[src/hdl/hrbp_pkg.sv]
`timescale 1ns / 1ps
// ----------------------------------------------------------------------------
// hrbp_pkg
// Shared types, constants and helper functions of the HTTP request byte
// parser: parse states, field tags, status codes and the result record.
// ----------------------------------------------------------------------------
package hrbp_pkg;

  // Width of the Content-Length accumulator; values saturate at all ones.
  localparam int LenBits = 32;
  // Characters in the header key "Content-Length"
  localparam int KeyLen = 14;

  localparam logic [7:0] ChCr    = 8'h0D;
  localparam logic [7:0] ChLf    = 8'h0A;
  localparam logic [7:0] ChSpace = 8'h20;
  localparam logic [7:0] ChTab   = 8'h09;
  localparam logic [7:0] ChQuest = 8'h3F;
  localparam logic [7:0] ChEqual = 8'h3D;
  localparam logic [7:0] ChAmp   = 8'h26;
  localparam logic [7:0] ChSlash = 8'h2F;
  localparam logic [7:0] ChColon = 8'h3A;
  localparam logic [7:0] ChDot   = 8'h2E;
  localparam logic [7:0] ChZero  = 8'h30;
  localparam logic [7:0] ChNine  = 8'h39;
  localparam logic [7:0] ChUpA   = 8'h41;
  localparam logic [7:0] ChUpZ   = 8'h5A;

  typedef enum logic [4:0] {
    S_START, S_METHOD, S_BEFORE_URI, S_URI, S_BEFORE_PKEY, S_PKEY,
    S_BEFORE_PVAL, S_PVAL, S_BEFORE_PROTO, S_PROTO, S_BEFORE_VER, S_VER,
    S_VER_SPLIT, S_HKEY, S_HBEFORE_COLON, S_HAFTER_COLON, S_HVAL,
    S_WHEN_CR, S_CR_LF, S_CR_LF_CR, S_BODY,
    S_COMPLETE, S_INVALID, S_BAD_METHOD, S_BAD_URI, S_BAD_VERSION, S_BAD_HEADER
  } parse_state_t;

  typedef enum logic [3:0] {
    TAG_SKIP, TAG_METHOD, TAG_PATH, TAG_PKEY, TAG_PVAL, TAG_PROTO,
    TAG_VERSION, TAG_HKEY, TAG_HVAL, TAG_BODY, TAG_DELIM
  } field_tag_t;

  typedef enum logic [2:0] {
    ST_PARSING, ST_COMPLETE, ST_INVALID, ST_BAD_METHOD, ST_BAD_URI,
    ST_BAD_VERSION, ST_BAD_HEADER
  } status_t;

  // One result item as produced by the parser step
  typedef struct packed {
    logic [7:0]  byte_out;
    field_tag_t  field_tag;
    logic        token_start;
    status_t     status;
    logic [31:0] content_length;
    logic        done_res;
  } res_t;

  function automatic logic is_blank(input logic [7:0] c);
    return (c == ChSpace) || (c == ChTab);
  endfunction

  function automatic logic is_upper(input logic [7:0] c);
    return (c >= ChUpA) && (c <= ChUpZ);
  endfunction

  function automatic logic is_digit(input logic [7:0] c);
    return (c >= ChZero) && (c <= ChNine);
  endfunction

  // Character of "Content-Length" at a given position
  function automatic logic [7:0] key_char(input logic [3:0] pos);
    logic [7:0] ch;
    case (pos)
      4'd0:    ch = 8'h43; // C
      4'd1:    ch = 8'h6F; // o
      4'd2:    ch = 8'h6E; // n
      4'd3:    ch = 8'h74; // t
      4'd4:    ch = 8'h65; // e
      4'd5:    ch = 8'h6E; // n
      4'd6:    ch = 8'h74; // t
      4'd7:    ch = 8'h2D; // -
      4'd8:    ch = 8'h4C; // L
      4'd9:    ch = 8'h65; // e
      4'd10:   ch = 8'h6E; // n
      4'd11:   ch = 8'h67; // g
      4'd12:   ch = 8'h74; // t
      4'd13:   ch = 8'h68; // h
      default: ch = 8'h00;
    endcase
    return ch;
  endfunction

  // Status reported for a parse state
  function automatic status_t status_of(input parse_state_t s);
    status_t st;
    case (s)
      S_COMPLETE:    st = ST_COMPLETE;
      S_INVALID:     st = ST_INVALID;
      S_BAD_METHOD:  st = ST_BAD_METHOD;
      S_BAD_URI:     st = ST_BAD_URI;
      S_BAD_VERSION: st = ST_BAD_VERSION;
      S_BAD_HEADER:  st = ST_BAD_HEADER;
      default:       st = ST_PARSING;
    endcase
    return st;
  endfunction

endpackage

[src/hdl/hrbp_if.sv]
`timescale 1ns / 1ps
// ----------------------------------------------------------------------------
// hrbp_in_if / hrbp_out_if
// Valid/ready channels of the parser: raw request bytes in, tagged bytes out.
// ----------------------------------------------------------------------------
interface hrbp_in_if;
  logic       valid;
  logic       ready;
  logic [7:0] data_byte;
  logic       first_byte;
  logic       last_byte;

  modport source (output valid, data_byte, first_byte, last_byte, input ready);
  modport sink   (input valid, data_byte, first_byte, last_byte, output ready);
endinterface

interface hrbp_out_if;
  logic        valid;
  logic        ready;
  logic [7:0]  byte_out;
  logic [3:0]  field_tag;
  logic        token_start;
  logic [2:0]  status;
  logic [31:0] content_length;
  logic        done_res;

  modport source (output valid, byte_out, field_tag, token_start, status,
                  content_length, done_res, input ready);
  modport sink   (input valid, byte_out, field_tag, token_start, status,
                  content_length, done_res, output ready);
endinterface

[src/hdl/http_request_byte_parser.sv]
`timescale 1ns / 1ps
// ----------------------------------------------------------------------------
// http_request_byte_parser
// Byte-serial HTTP/1.1 request classifier with tagged-byte result channel.
// ----------------------------------------------------------------------------
// Each request on in_chan carries one raw request byte and produces exactly
// one result on out_chan: the byte echoed, its field tag, a token-start flag,
// the parse status, the Content-Length value seen so far and a done flag.
// One byte is taken every clock cycle while the skid register is empty;
// the state step for a byte is combinational and feeds the result register.
// A two-entry output (result register plus skid register) keeps in_chan.ready
// high while one result waits, so the input stalls only after two results are
// pending on a stalled output. Setting first_byte restarts parsing with that
// byte; once the status is final, bytes are echoed with tag skip until then.
module http_request_byte_parser (
  input  logic        clk,
  input  logic        rst_n,
  hrbp_in_if.sink     in_chan,
  hrbp_out_if.source  out_chan
);
  import hrbp_pkg::*;

  res_t step_res;
  res_t out_r, skid_r;
  logic out_valid_r, skid_valid_r;
  logic in_fire, out_fire;

  assign in_chan.ready = !skid_valid_r;
  assign in_fire       = in_chan.valid && !skid_valid_r;
  assign out_fire      = out_valid_r && out_chan.ready;

  hrbp_core u_core (
    .clk        (clk),
    .rst_n      (rst_n),
    .step_en    (in_fire),
    .data_byte  (in_chan.data_byte),
    .first_byte (in_chan.first_byte),
    .last_byte  (in_chan.last_byte),
    .res        (step_res)
  );

  // Output and skid control
  always_ff @(posedge clk) begin
    if (!rst_n) begin
      out_valid_r  <= 1'b0;
      skid_valid_r <= 1'b0;
    end else if (skid_valid_r) begin
      if (out_fire) begin
        skid_valid_r <= 1'b0;
      end
    end else if (in_fire) begin
      if (out_valid_r && !out_chan.ready) begin
        skid_valid_r <= 1'b1;
      end else begin
        out_valid_r <= 1'b1;
      end
    end else if (out_fire) begin
      out_valid_r <= 1'b0;
    end
  end

  // Result and skid payload
  always_ff @(posedge clk) begin
    if (skid_valid_r) begin
      if (out_fire) begin
        out_r <= skid_r;
      end
    end else if (in_fire) begin
      if (out_valid_r && !out_chan.ready) begin
        skid_r <= step_res;
      end else begin
        out_r <= step_res;
      end
    end
  end

  // Drive the result channel
  assign out_chan.valid          = out_valid_r;
  assign out_chan.byte_out       = out_r.byte_out;
  assign out_chan.field_tag      = out_r.field_tag;
  assign out_chan.token_start    = out_r.token_start;
  assign out_chan.status         = out_r.status;
  assign out_chan.content_length = out_r.content_length;
  assign out_chan.done_res       = out_r.done_res;

  // A result only waits in the skid register behind a pending output
  a_skid_behind_out: assert property (@(posedge clk) disable iff (!rst_n)
    skid_valid_r |-> out_valid_r)
    else $error("skid holds a result while output register is empty");

  // A final status always reports done
  a_final_done: assert property (@(posedge clk) disable iff (!rst_n)
    (out_valid_r && out_r.status != ST_PARSING) |-> out_r.done_res)
    else $error("final status without done");

  // A field start is never a skipped or delimiter byte
  a_start_tag: assert property (@(posedge clk) disable iff (!rst_n)
    (out_valid_r && out_r.token_start) |->
      (out_r.field_tag != TAG_SKIP && out_r.field_tag != TAG_DELIM))
    else $error("token start on skip or delimiter byte");

  // A stalled full output blocks input next cycle
  a_full_stall: assert property (@(posedge clk) disable iff (!rst_n)
    (skid_valid_r && !out_chan.ready) |=> skid_valid_r)
    else $error("skid entry lost while output stalled");

endmodule

[src/hdl/hrbp_core.sv]
`timescale 1ns / 1ps
// ----------------------------------------------------------------------------
// hrbp_core
// Parser state registers and the one-byte state step. Advances on step_en and
// presents the result of that byte combinationally.
// ----------------------------------------------------------------------------
module hrbp_core (
  input  logic          clk,
  input  logic          rst_n,
  input  logic          step_en,
  input  logic [7:0]    data_byte,
  input  logic          first_byte,
  input  logic          last_byte,
  output hrbp_pkg::res_t res
);
  import hrbp_pkg::*;

  parse_state_t         state_r, state_nxt;
  logic [3:0]           kpos_r, kpos_nxt;
  logic                 kis_r, kis_nxt;
  logic                 has_r, has_nxt;
  logic [LenBits-1:0]   acc_r, acc_nxt;
  logic [LenBits-1:0]   left_r, left_nxt;

  // State as seen by this byte (a first byte starts from reset values)
  parse_state_t         s_cur;
  logic [3:0]           kpos_cur;
  logic                 kis_cur, has_cur;
  logic [LenBits-1:0]   acc_cur, left_cur;

  logic [LenBits+3:0]   acc_x10;
  logic [LenBits-1:0]   left_dec;
  logic                 key_hit;
  field_tag_t           tag;
  logic                 start;
  logic [7:0]           c;

  assign c        = data_byte;
  assign s_cur    = first_byte ? S_START : state_r;
  assign kpos_cur = first_byte ? 4'd0 : kpos_r;
  assign kis_cur  = first_byte ? 1'b0 : kis_r;
  assign has_cur  = first_byte ? 1'b0 : has_r;
  assign acc_cur  = first_byte ? '0 : acc_r;
  assign left_cur = first_byte ? '0 : left_r;

  // Decimal accumulate: acc*10 + digit; any carry out means saturation
  assign acc_x10 = {acc_cur, 3'b000} + {2'b00, acc_cur, 1'b0}
                 + {(LenBits)'(0), 4'(c - ChZero)};
  assign left_dec = (left_cur != '0) ? left_cur - 1'b1 : left_cur;
  assign key_hit  = (kpos_cur < 4'(KeyLen)) && (c == key_char(kpos_cur));

  // Next state and field classification for one byte
  always_comb begin
    state_nxt = s_cur;
    kpos_nxt  = kpos_cur;
    kis_nxt   = kis_cur;
    has_nxt   = has_cur;
    acc_nxt   = acc_cur;
    left_nxt  = left_cur;
    tag       = TAG_SKIP;
    start     = 1'b0;
    case (s_cur)
      S_START: begin
        if (c == ChCr || c == ChLf || is_blank(c)) begin
          tag = TAG_SKIP;
        end else if (is_upper(c)) begin
          tag = TAG_METHOD; start = 1'b1; state_nxt = S_METHOD;
        end else begin
          state_nxt = S_INVALID;
        end
      end
      S_METHOD: begin
        if (is_upper(c)) tag = TAG_METHOD;
        else if (is_blank(c)) begin
          tag = TAG_DELIM; state_nxt = S_BEFORE_URI;
        end else state_nxt = S_BAD_METHOD;
      end
      S_BEFORE_URI: begin
        if (is_blank(c)) tag = TAG_DELIM;
        else if (c == ChSlash) begin
          tag = TAG_PATH; start = 1'b1; state_nxt = S_URI;
        end else state_nxt = S_BAD_URI;
      end
      S_URI: begin
        if (is_blank(c)) begin
          tag = TAG_DELIM; state_nxt = S_BEFORE_PROTO;
        end else if (c == ChQuest) begin
          tag = TAG_DELIM; state_nxt = S_BEFORE_PKEY;
        end else tag = TAG_PATH;
      end
      S_BEFORE_PKEY: begin
        if (is_blank(c) || c == ChCr || c == ChLf) state_nxt = S_BAD_URI;
        else begin
          tag = TAG_PKEY; start = 1'b1; state_nxt = S_PKEY;
        end
      end
      S_PKEY: begin
        if (is_blank(c)) state_nxt = S_BAD_URI;
        else if (c == ChEqual) begin
          tag = TAG_DELIM; state_nxt = S_BEFORE_PVAL;
        end else tag = TAG_PKEY;
      end
      S_BEFORE_PVAL: begin
        if (is_blank(c) || c == ChCr || c == ChLf) state_nxt = S_BAD_URI;
        else begin
          tag = TAG_PVAL; start = 1'b1; state_nxt = S_PVAL;
        end
      end
      S_PVAL: begin
        if (c == ChAmp) begin
          tag = TAG_DELIM; state_nxt = S_BEFORE_PKEY;
        end else if (is_blank(c)) begin
          tag = TAG_DELIM; state_nxt = S_BEFORE_PROTO;
        end else tag = TAG_PVAL;
      end
      S_BEFORE_PROTO: begin
        if (is_blank(c)) tag = TAG_DELIM;
        else begin
          tag = TAG_PROTO; start = 1'b1; state_nxt = S_PROTO;
        end
      end
      S_PROTO: begin
        if (c == ChSlash) begin
          tag = TAG_DELIM; state_nxt = S_BEFORE_VER;
        end else tag = TAG_PROTO;
      end
      S_BEFORE_VER: begin
        if (is_digit(c)) begin
          tag = TAG_VERSION; start = 1'b1; state_nxt = S_VER;
        end else state_nxt = S_BAD_VERSION;
      end
      S_VER: begin
        if (c == ChDot) begin
          tag = TAG_VERSION; state_nxt = S_VER_SPLIT;
        end else if (c == ChCr) begin
          tag = TAG_DELIM; state_nxt = S_WHEN_CR;
        end else if (is_digit(c)) tag = TAG_VERSION;
        else state_nxt = S_INVALID;
      end
      S_VER_SPLIT: begin
        if (is_digit(c)) begin
          tag = TAG_VERSION; state_nxt = S_VER;
        end else state_nxt = S_BAD_VERSION;
      end
      S_WHEN_CR: begin
        if (c == ChLf) begin
          tag = TAG_DELIM; state_nxt = S_CR_LF;
        end else state_nxt = S_INVALID;
      end
      S_CR_LF: begin
        if (c == ChCr) begin
          tag = TAG_DELIM; state_nxt = S_CR_LF_CR;
        end else if (is_blank(c)) state_nxt = S_INVALID;
        else begin
          // Begin a header key; start matching Content-Length
          tag = TAG_HKEY; start = 1'b1; state_nxt = S_HKEY;
          kis_nxt  = (c == key_char(4'd0));
          kpos_nxt = (c == key_char(4'd0)) ? 4'd1 : 4'd0;
        end
      end
      S_HKEY: begin
        if (is_blank(c) || c == ChColon) begin
          tag = TAG_DELIM;
          state_nxt = is_blank(c) ? S_HBEFORE_COLON : S_HAFTER_COLON;
          kis_nxt = kis_cur && (kpos_cur == 4'(KeyLen));
          if (kis_cur && (kpos_cur == 4'(KeyLen))) begin
            has_nxt = 1'b1;
            acc_nxt = '0;
          end
        end else begin
          tag = TAG_HKEY;
          if (kis_cur && key_hit) kpos_nxt = kpos_cur + 4'd1;
          else kis_nxt = 1'b0;
        end
      end
      S_HBEFORE_COLON: begin
        if (is_blank(c)) tag = TAG_DELIM;
        else if (c == ChColon) begin
          tag = TAG_DELIM; state_nxt = S_HAFTER_COLON;
        end else state_nxt = S_BAD_HEADER;
      end
      S_HAFTER_COLON, S_HVAL: begin
        if (s_cur == S_HAFTER_COLON && is_blank(c)) begin
          tag = TAG_DELIM;
        end else if (s_cur == S_HVAL && c == ChCr) begin
          tag = TAG_DELIM; state_nxt = S_WHEN_CR; kis_nxt = 1'b0;
        end else begin
          tag = TAG_HVAL;
          if (s_cur == S_HAFTER_COLON) begin
            start = 1'b1; state_nxt = S_HVAL;
          end
          // Accumulate Content-Length digits, saturating
          if (kis_cur) begin
            if (is_digit(c)) begin
              if (acc_x10[LenBits+3:LenBits] != 4'd0) acc_nxt = '1;
              else acc_nxt = acc_x10[LenBits-1:0];
            end else kis_nxt = 1'b0;
          end
        end
      end
      S_CR_LF_CR: begin
        if (c == ChLf) begin
          tag = TAG_DELIM;
          if (has_cur && acc_cur != '0) begin
            left_nxt = acc_cur; state_nxt = S_BODY;
          end else state_nxt = S_COMPLETE;
        end else state_nxt = S_BAD_HEADER;
      end
      S_BODY: begin
        // Count the body out one byte at a time
        tag      = TAG_BODY;
        start    = (left_cur == acc_cur);
        left_nxt = left_dec;
        if (left_dec == '0) state_nxt = S_COMPLETE;
      end
      default: begin
        tag = TAG_SKIP;
      end
    endcase
  end

  // Result of this byte
  always_comb begin
    res.byte_out       = c;
    res.field_tag      = tag;
    res.token_start    = start;
    res.status         = status_of(state_nxt);
    res.content_length = 32'(acc_nxt);
    res.done_res       = (status_of(state_nxt) != ST_PARSING) || last_byte;
  end

  // Hold parser state; advance on each accepted request
  always_ff @(posedge clk) begin
    if (!rst_n) begin
      state_r <= S_START;
      kpos_r  <= 4'd0;
      kis_r   <= 1'b0;
      has_r   <= 1'b0;
      acc_r   <= '0;
      left_r  <= '0;
    end else if (step_en) begin
      state_r <= state_nxt;
      kpos_r  <= kpos_nxt;
      kis_r   <= kis_nxt;
      has_r   <= has_nxt;
      acc_r   <= acc_nxt;
      left_r  <= left_nxt;
    end
  end

endmodule

[src/flat_wrapper.sv]
// flat-port wrapper written by rule: the top's interface ports become plain ports
module http_request_byte_parser_flat import hrbp_pkg::*;
  (clk, rst_n, in_chan_valid, in_chan_data_byte, in_chan_first_byte, in_chan_last_byte, in_chan_ready, out_chan_valid, out_chan_byte_out, out_chan_field_tag, out_chan_token_start, out_chan_status, out_chan_content_length, out_chan_done_res, out_chan_ready);
  hrbp_in_if in_chan_i ();
  hrbp_out_if out_chan_i ();
  input  logic clk;
  input  logic rst_n;
  input wire logic [$bits(in_chan_i.valid)-1:0] in_chan_valid;
  input wire logic [$bits(in_chan_i.data_byte)-1:0] in_chan_data_byte;
  input wire logic [$bits(in_chan_i.first_byte)-1:0] in_chan_first_byte;
  input wire logic [$bits(in_chan_i.last_byte)-1:0] in_chan_last_byte;
  output wire logic [$bits(in_chan_i.ready)-1:0] in_chan_ready;
  output wire logic [$bits(out_chan_i.valid)-1:0] out_chan_valid;
  output wire logic [$bits(out_chan_i.byte_out)-1:0] out_chan_byte_out;
  output wire logic [$bits(out_chan_i.field_tag)-1:0] out_chan_field_tag;
  output wire logic [$bits(out_chan_i.token_start)-1:0] out_chan_token_start;
  output wire logic [$bits(out_chan_i.status)-1:0] out_chan_status;
  output wire logic [$bits(out_chan_i.content_length)-1:0] out_chan_content_length;
  output wire logic [$bits(out_chan_i.done_res)-1:0] out_chan_done_res;
  input wire logic [$bits(out_chan_i.ready)-1:0] out_chan_ready;
  assign in_chan_i.valid = in_chan_valid;
  assign in_chan_i.data_byte = in_chan_data_byte;
  assign in_chan_i.first_byte = in_chan_first_byte;
  assign in_chan_i.last_byte = in_chan_last_byte;
  assign in_chan_ready = in_chan_i.ready;
  assign out_chan_valid = out_chan_i.valid;
  assign out_chan_byte_out = out_chan_i.byte_out;
  assign out_chan_field_tag = out_chan_i.field_tag;
  assign out_chan_token_start = out_chan_i.token_start;
  assign out_chan_status = out_chan_i.status;
  assign out_chan_content_length = out_chan_i.content_length;
  assign out_chan_done_res = out_chan_i.done_res;
  assign out_chan_i.ready = out_chan_ready;
  http_request_byte_parser u_core (.clk(clk), .rst_n(rst_n), .in_chan(in_chan_i), .out_chan(out_chan_i));
endmodule
[config.mk]
export PLATFORM = sky130hd
export DESIGN_NAME = http_request_byte_parser_flat
export DESIGN_NICKNAME = d
export VERILOG_FILES = /design/src/hdl/hrbp_pkg.sv /design/src/hdl/hrbp_if.sv /design/src/hdl/http_request_byte_parser.sv /design/src/hdl/hrbp_core.sv /design/src/flat_wrapper.sv
export SDC_FILE = /design/constraint.sdc
export NUM_CORES = 1
export LEC_CHECK = 0
export BUFFER_PORTS_ARGS = -buffer_cell sky130_fd_sc_hd__buf_2
export CAP_MARGIN = 20
export CORE_ASPECT_RATIO = 1.4
export CORE_UTILIZATION = 30
export CTS_CLUSTER_SIZE = 24
export DETAILED_ROUTE_END_ITERATION = 12
export PLACE_DENSITY = 0.43
export SLEW_MARGIN = 30
export SYNTH_ARGS = -nofsm -noshare
export SYNTH_HDL_FRONTEND = slang
export SYNTH_SLANG_ARGS = --single-unit
[constraint.sdc]
create_clock -name clk -period 5.9 [get_ports clk]
set_input_delay 0.295 -clock clk [delete_from_list [all_inputs] [get_ports clk]]
set_output_delay 0.295 -clock clk [all_outputs]
set_load 0.02 [all_outputs]
Yosys cells after proc, flatten, opt, wreduce, memory -nomap -nowiden
Memories as Yosys holds them, arrays and structs flattened.
Cells that the tools add are included.
{"block": "totals", "reg_bits": 175, "rom_bits": 112, "inputBits": 14, "mem_count": 1}
{"memory": "(name not given)", "words": 16, "width": 7, "read_ports": 1, "rd_clocked_by_memory_dff": 0, "write_ports": 0, "line": "hrbp_pkg.sv:72", "source": "case (pos)"}
{"block": "classes", "n_addsub": 5, "order_cmp": 5, "n_eq_ne": 43, "muxes": 121, "bitwise_logic": 1, "n_reduce_logical": 35}
{"op": "32-bit 2-to-1 mux", "count": 12}
{"op": "49-bit 2-to-1 mux", "count": 4}
{"op": "5-bit 2-to-1 mux", "count": 31}
{"op": "32-bit case mux with 2 select lines", "count": 2}
{"op": "5-bit case mux with 19 select lines", "count": 1}
{"op": "4-bit 2-to-1 mux", "count": 23}
{"op": "4-bit case mux with 18 select lines", "count": 1}
{"op": "32-bit nonzero test", "count": 2}
{"op": "8-bit by 6-bit == test with 1-bit output (second input constant)", "count": 7}
{"op": "5-bit == test (second input constant)", "count": 11}
{"op": "5-bit by 4-bit == test with 1-bit output (second input constant)", "count": 8}
{"op": "35-bit by 33-bit adder with 36-bit output", "count": 1}
{"op": "36-bit by 4-bit adder with 36-bit output", "count": 1}
{"op": "1-bit 2-to-1 mux", "count": 35}
{"op": "32-bit == test", "count": 1}
{"op": "32-bit logical NOT", "count": 1}
{"op": "32-bit by 1-bit subtractor with 32-bit output (second input constant)", "count": 1}
{"op": "8-bit by 4-bit == test with 1-bit output (second input constant)", "count": 3}
{"op": "5-bit by 3-bit == test with 1-bit output (second input constant)", "count": 4}
{"op": "3-bit case mux with 6 select lines", "count": 1}
{"op": "3-bit 2-to-1 mux", "count": 4}
{"op": "1-bit logical AND", "count": 11}
{"op": "5-bit by 2-bit == test with 1-bit output (second input constant)", "count": 2}
{"op": "3-bit AND reduction", "count": 3}
{"op": "25 further kinds", "count": 40}

Longest topological paths before layout
{"block": "logic_depth", "word_depth": 13, "mapped_depth": 22, "depth_no_buf": 15}

Hierarchy
Synthesis repeated with hierarchy kept, for this count alone.
{"block": "hier_totals", "hier_cells": 1614, "hier_area_um2": 13711.9}
{"mod": "hrbp_core", "instances": 1, "cells_per_inst": 1447, "area_each_um2": 9863.2, "seq_area_each_um2": 1501.4}
{"mod": "http_request_byte_parser", "instances": 1, "cells_per_inst": 167, "area_each_um2": 3848.7, "seq_area_each_um2": 2982.9}

Least setup slack after synthesis
Ideal clock, no wire load.
{"block": "synth_timing", "path_type": "input to register", "start": "in in_chan_first_byte", "end": "reg u_core.skid_r[21] (netlist name) (data pin)", "t_arrival_ps": 5392, "path_slack_ps": 246, "path_stages": 21, "n_path_buf": 8, "path_cell_list": "clkbuf_1 -> clkbuf_1 -> clkbuf_1 -> buf_1 -> clkbuf_1 -> clkbuf_1 -> nor2_1 -> fa_1 -> fa_1 -> a21oi_1 -> o22ai_1 -> a311oi_1 -> a31oi_1 -> o21ai_0 -> and2_1 -> o221ai_1 -> clkbuf_1 -> nor2_1 -> clkbuf_1 -> a21oi_1 -> or2_2"}
{"item": "start: declaration", "line": "flat_wrapper.sv:10", "source": "input wire logic [$bits(in_chan_i.first_byte)-1:0] in_chan_first_byte;"}
{"item": "end signal: assignment", "line": "http_request_byte_parser.sv:70", "source": "skid_r <= step_res;"}
{"item": "end: declaration", "line": "http_request_byte_parser.sv:24", "source": "res_t out_r, skid_r;"}

Worst setup path after layout
{"block": "layout_timing", "start": "reg u_core.u_core.acc_r[0]", "end": "reg u_core.u_core.acc_r[7]"}
{"block": "layout_between", "elab_chain_cells": 10}
{"item": "start: declaration", "line": "hrbp_core.sv:22", "source": "logic [LenBits-1:0] acc_r, acc_nxt;"}
{"item": "start signal: assignment", "line": "hrbp_core.sv:246", "source": "acc_r <= acc_nxt;"}
{"item": "32-bit 2-to-1 mux (*)", "line": "hrbp_core.sv:43", "source": "assign acc_cur = first_byte ? '0 : acc_r;"}
{"item": "35-bit by 33-bit adder with 36-bit output (*)", "line": "hrbp_core.sv:47", "source": "assign acc_x10 = {acc_cur, 3'b000} + {2'b00, acc_cur, 1'b0}"}
{"item": "36-bit by 4-bit adder with 36-bit output (*)", "line": "hrbp_core.sv:48", "source": "+ {(LenBits)'(0), 4'(c - ChZero)};"}
{"item": "4-bit nonzero test", "line": "hrbp_core.sv:195", "source": "if (acc_x10[LenBits+3:LenBits] != 4'd0) acc_nxt = '1;"}
{"item": "32-bit 2-to-1 mux (*)", "line": "hrbp_core.sv:195"}
{"item": "32-bit 2-to-1 mux (*)", "line": "hrbp_core.sv:194", "source": "if (is_digit(c)) begin"}
{"item": "32-bit 2-to-1 mux (*)", "line": "hrbp_core.sv:193", "source": "if (kis_cur) begin"}
{"item": "32-bit 2-to-1 mux (*)", "line": "hrbp_core.sv:185", "source": "end else if (s_cur == S_HVAL && c == ChCr) begin"}
{"item": "32-bit 2-to-1 mux (*)", "line": "hrbp_core.sv:183", "source": "if (s_cur == S_HAFTER_COLON && is_blank(c)) begin"}
{"item": "32-bit case mux with 2 select lines (*)", "line": "hrbp_core.sv:62", "source": "case (s_cur)"}
Mark *: on every way between the ends. The rest lies on a longest branch, timed or not.
A chain may end at the register's enable or synchronous reset.

==> flow_metrics.env <==
export IMPL_yosysSeqAreaShare=0.3338
export IMPL_grt_max_degree=52
export IMPL_slew_viol_final=0
export IMPL_start_util=0.3049
export IMPL_synth_fa_ha_area_frac=0.06724
export IMPL_htreeDepth=4
export IMPL_wl_microns=58620
export IMPL_numPortBuffers=64
export IMPL_hpwl_microns=44290
export IMPL_grt_setup_unrepaired="false"
export IMPL_nets=1751
export IMPL_total_power_mw=3.276
export IMPL_clock_path_buffers=2
export IMPL_synth_top_area_cell="edfxtp_1"
export IMPL_worstPathArrival_ps=5290
export IMPL_cap_violations=0
export IMPL_synth_simple_gate_area_frac=0.2177
export IMPL_track_usage=0.2568
export IMPL_dr_first_iter_drc_count=1208
export IMPL_period_needed_ps=4982
export IMPL_max_slew_margin=0.3537
export IMPL_area_growth_pct=12.06
export IMPL_clk_insertion_delay_late_ps=460
export IMPL_grt_overflow=0
export IMPL_antenna_found_initial=0
export IMPL_criticalPathCategory="flip-flop to flip-flop"
export IMPL_cts_sinks=175
export IMPL_drc_errors=0
export IMPL_die_h_microns=252.4
export IMPL_synth_most_common_cell="nor2_1"
export IMPL_cts_setup_buffers=0
export IMPL_ctsResizeCount=0
export IMPL_ys_warnings_count=0
export IMPL_gp_congestion=0.9816
export IMPL_async_flop_share=0
export IMPL_finalSetupViolations=0
export IMPL_end_kind="flip-flop"
export IMPL_synthTopCellsByArea="edfxtp_1, dfxtp_1, ha_1"
export IMPL_coreArea_sq_um=44060
export IMPL_crit_required_ps=6210
export IMPL_vias=13690
export IMPL_synth_top_family_by_area="compound AO/OA/AOI/OAI gates"
export IMPL_worstSetupStartpointType="flip-flop"
export IMPL_hold_viol=0
export IMPL_irDropWorstVdd_mv=0.2060
export IMPL_power_density_nw_per_um2=217.6
export IMPL_cts_hold_buf=0
export IMPL_grt_pass1_vias=13470
export IMPL_synth_edf_count=98
export IMPL_leakage_nw=5.825
export IMPL_path_max_fanout=20
export IMPL_status="complete, no violations"
export IMPL_synth_cells=1639
export IMPL_synth_seq_cells=175
export IMPL_boundaryPins=65
export IMPL_ys_flop_type="edfxtp_1"
export IMPL_vias_per_cell=6.120
export IMPL_ctsRootBufferMaster="clkbuf_16"
export IMPL_synth_fp_nets=1724
export IMPL_tritoncts="done"
export IMPL_clk_pin_slew_ps=70
export IMPL_synth_xor_area_share=0.02999
export IMPL_grt_first_pass_wirelength_microns=87110
export IMPL_skew_ps=13.07
export IMPL_synth_compound_area_share=0.2681
export IMPL_synthTopCellsByCount="nor2_1, nand2_1, a21oi_1"
export IMPL_worstHoldPathType="input pin to flip-flop"
export IMPL_tns_ps=0
export IMPL_synthMuxAreaShare=0.03306
export IMPL_max_freq_mhz=200.7
export IMPL_synth_top_area_share=0.2191
export IMPL_period_share=0.8443
export IMPL_ant_nets=0
export IMPL_cts_buffers=17
export IMPL_wl_per_cell_microns=26.20
export IMPL_synth_distinct_cells=82
export IMPL_die_area_sq_um=45640
export IMPL_worst_pin_slew_ps=965.9
export IMPL_syn_area_sq_um=13430
export IMPL_drive_above_1_share=0.1352
export IMPL_antenna_cells=0
export IMPL_avgSynthCellArea_sq_um=8.197
export IMPL_dieWidth_microns=180.8
export IMPL_dr_pass1_iters=6
export IMPL_rows=91
layout by cell type (no fill, tap or decap), drive strengths merged, types with 21 or more instances in the layout:
cell type	count
nor2	177
nand2	139
a21oi	134
buf	120
o21ai	105
edfxtp	98
dfxtp	77
ha	69
inv	67
nor3	50
nand3	41
nor4	40
mux2	35
xnor2	33
nor2b	30
a22oi	27
o31ai	22
o211ai	21
a31oi	21
per-layer routing:
| layer | vias up | routed length, microns | share of wire | track usage |
|---|---|---|---|---|
| li1 | 6264 | - | - | - |
| met1 | 6683 | 22290 | 0.38 | 0.2799 |
| met2 | 548 | 29780 | 0.51 | 0.4670 |
| met3 | 195 | 2443 | 0.042 | 0.03314 |
| met4 | 0 | 4106 | 0.070 | 0.1656 |
| met5 | - | 0 | 0 | 0 |
through the flow:
step	std cells	area [sq um]	utilization	setup WS (ps)	hold slack, ps
after global placement	2205	14470	0.3284	591.7	508.9
after detailed placement	2205	14470	0.3285	904.6	509.8
after global routing	2237	15050	0.3417	600.7	29.16
final	2237	15050	0.3417	918.4	34.58
after floorplan	1639	13430	-	246.3	393.9
after CTS	2237	15050	0.3417	929.5	20.17
layout make-up:
cell class | count | area, sq um
Clock buffer | 18 | 429.2
Clock inverter | 14 | 151.4
Fill cell | 4639 | 29010
Inverter | 63 | 236.5
Multi-Input combinational cell | 1289 | 8312
Sequential cell | 175 | 4484
Tap cell | 558 | 698.2
Timing Repair Buffer | 120 | 743.2
critical path, stage by stage, from the launching register on:
cell	delay (ps)
dfxtp_1	420
inv_1	120
nor2_1	220
fa_1	500
fa_1	470
a21oi_1	200
o22ai_1	170
a311oi_1	550
a31oi_1	280
o21a_1	280
nand2_1	70
o211ai_1	90
buf_4	250
or2_2	380
nor3_1	630
a311oi_1	190
worst paths after layout:
| kind | from | endpoint | slack [ps] | cells after the start |
|---|---|---|---|---|
| max | u_core.u_core.acc_r[0] | u_core.u_core.acc_r[7] | 920 | 15 |
| min | out_chan_ready | u_core.skid_valid_r | 30 | 2 |
| max reg2reg | u_core.u_core.acc_r[0] | u_core.u_core.acc_r[7] | 920 | 15 |
| min reg2reg | u_core.skid_r[33] | u_core.out_chan.status[0] | 520 | 2 |
registers in the layout, indices dropped and copies added (netlist names), 3 cells and up:
name                            flops
u_core.out_chan.field_tag           4
u_core.u_core.acc_r                32
u_core.u_core.kpos_r                4
u_core.out_chan.byte_out            8
u_core.u_core.state_r               5
u_core.out_chan.content_length     32
u_core.u_core.left_r               32
u_core.skid_r                      49
u_core.out_chan.status              3
cells by family (layout without fill, tap and decap cells):
group | count (synthesis) | in the layout
buffers and inverters | 175 | 215
adder cells (fa/ha/maj) | 71 | 71
AO/OA/AOI/OAI | 536 | 536
XOR/XNOR | 46 | 46
AND/OR/NAND/NOR | 596 | 596
flip-flops | 175 | 175
multiplexers | 40 | 40
power breakdown:
part | switching (mW) | internal, mW
Clock | 0.593 | 0.565
Sequential | 0.0459 | 1.35
Combinational | 0.491 | 0.228
Total | 1.13 | 2.15
No activity file was read; power rests on OpenSTA's default activity.
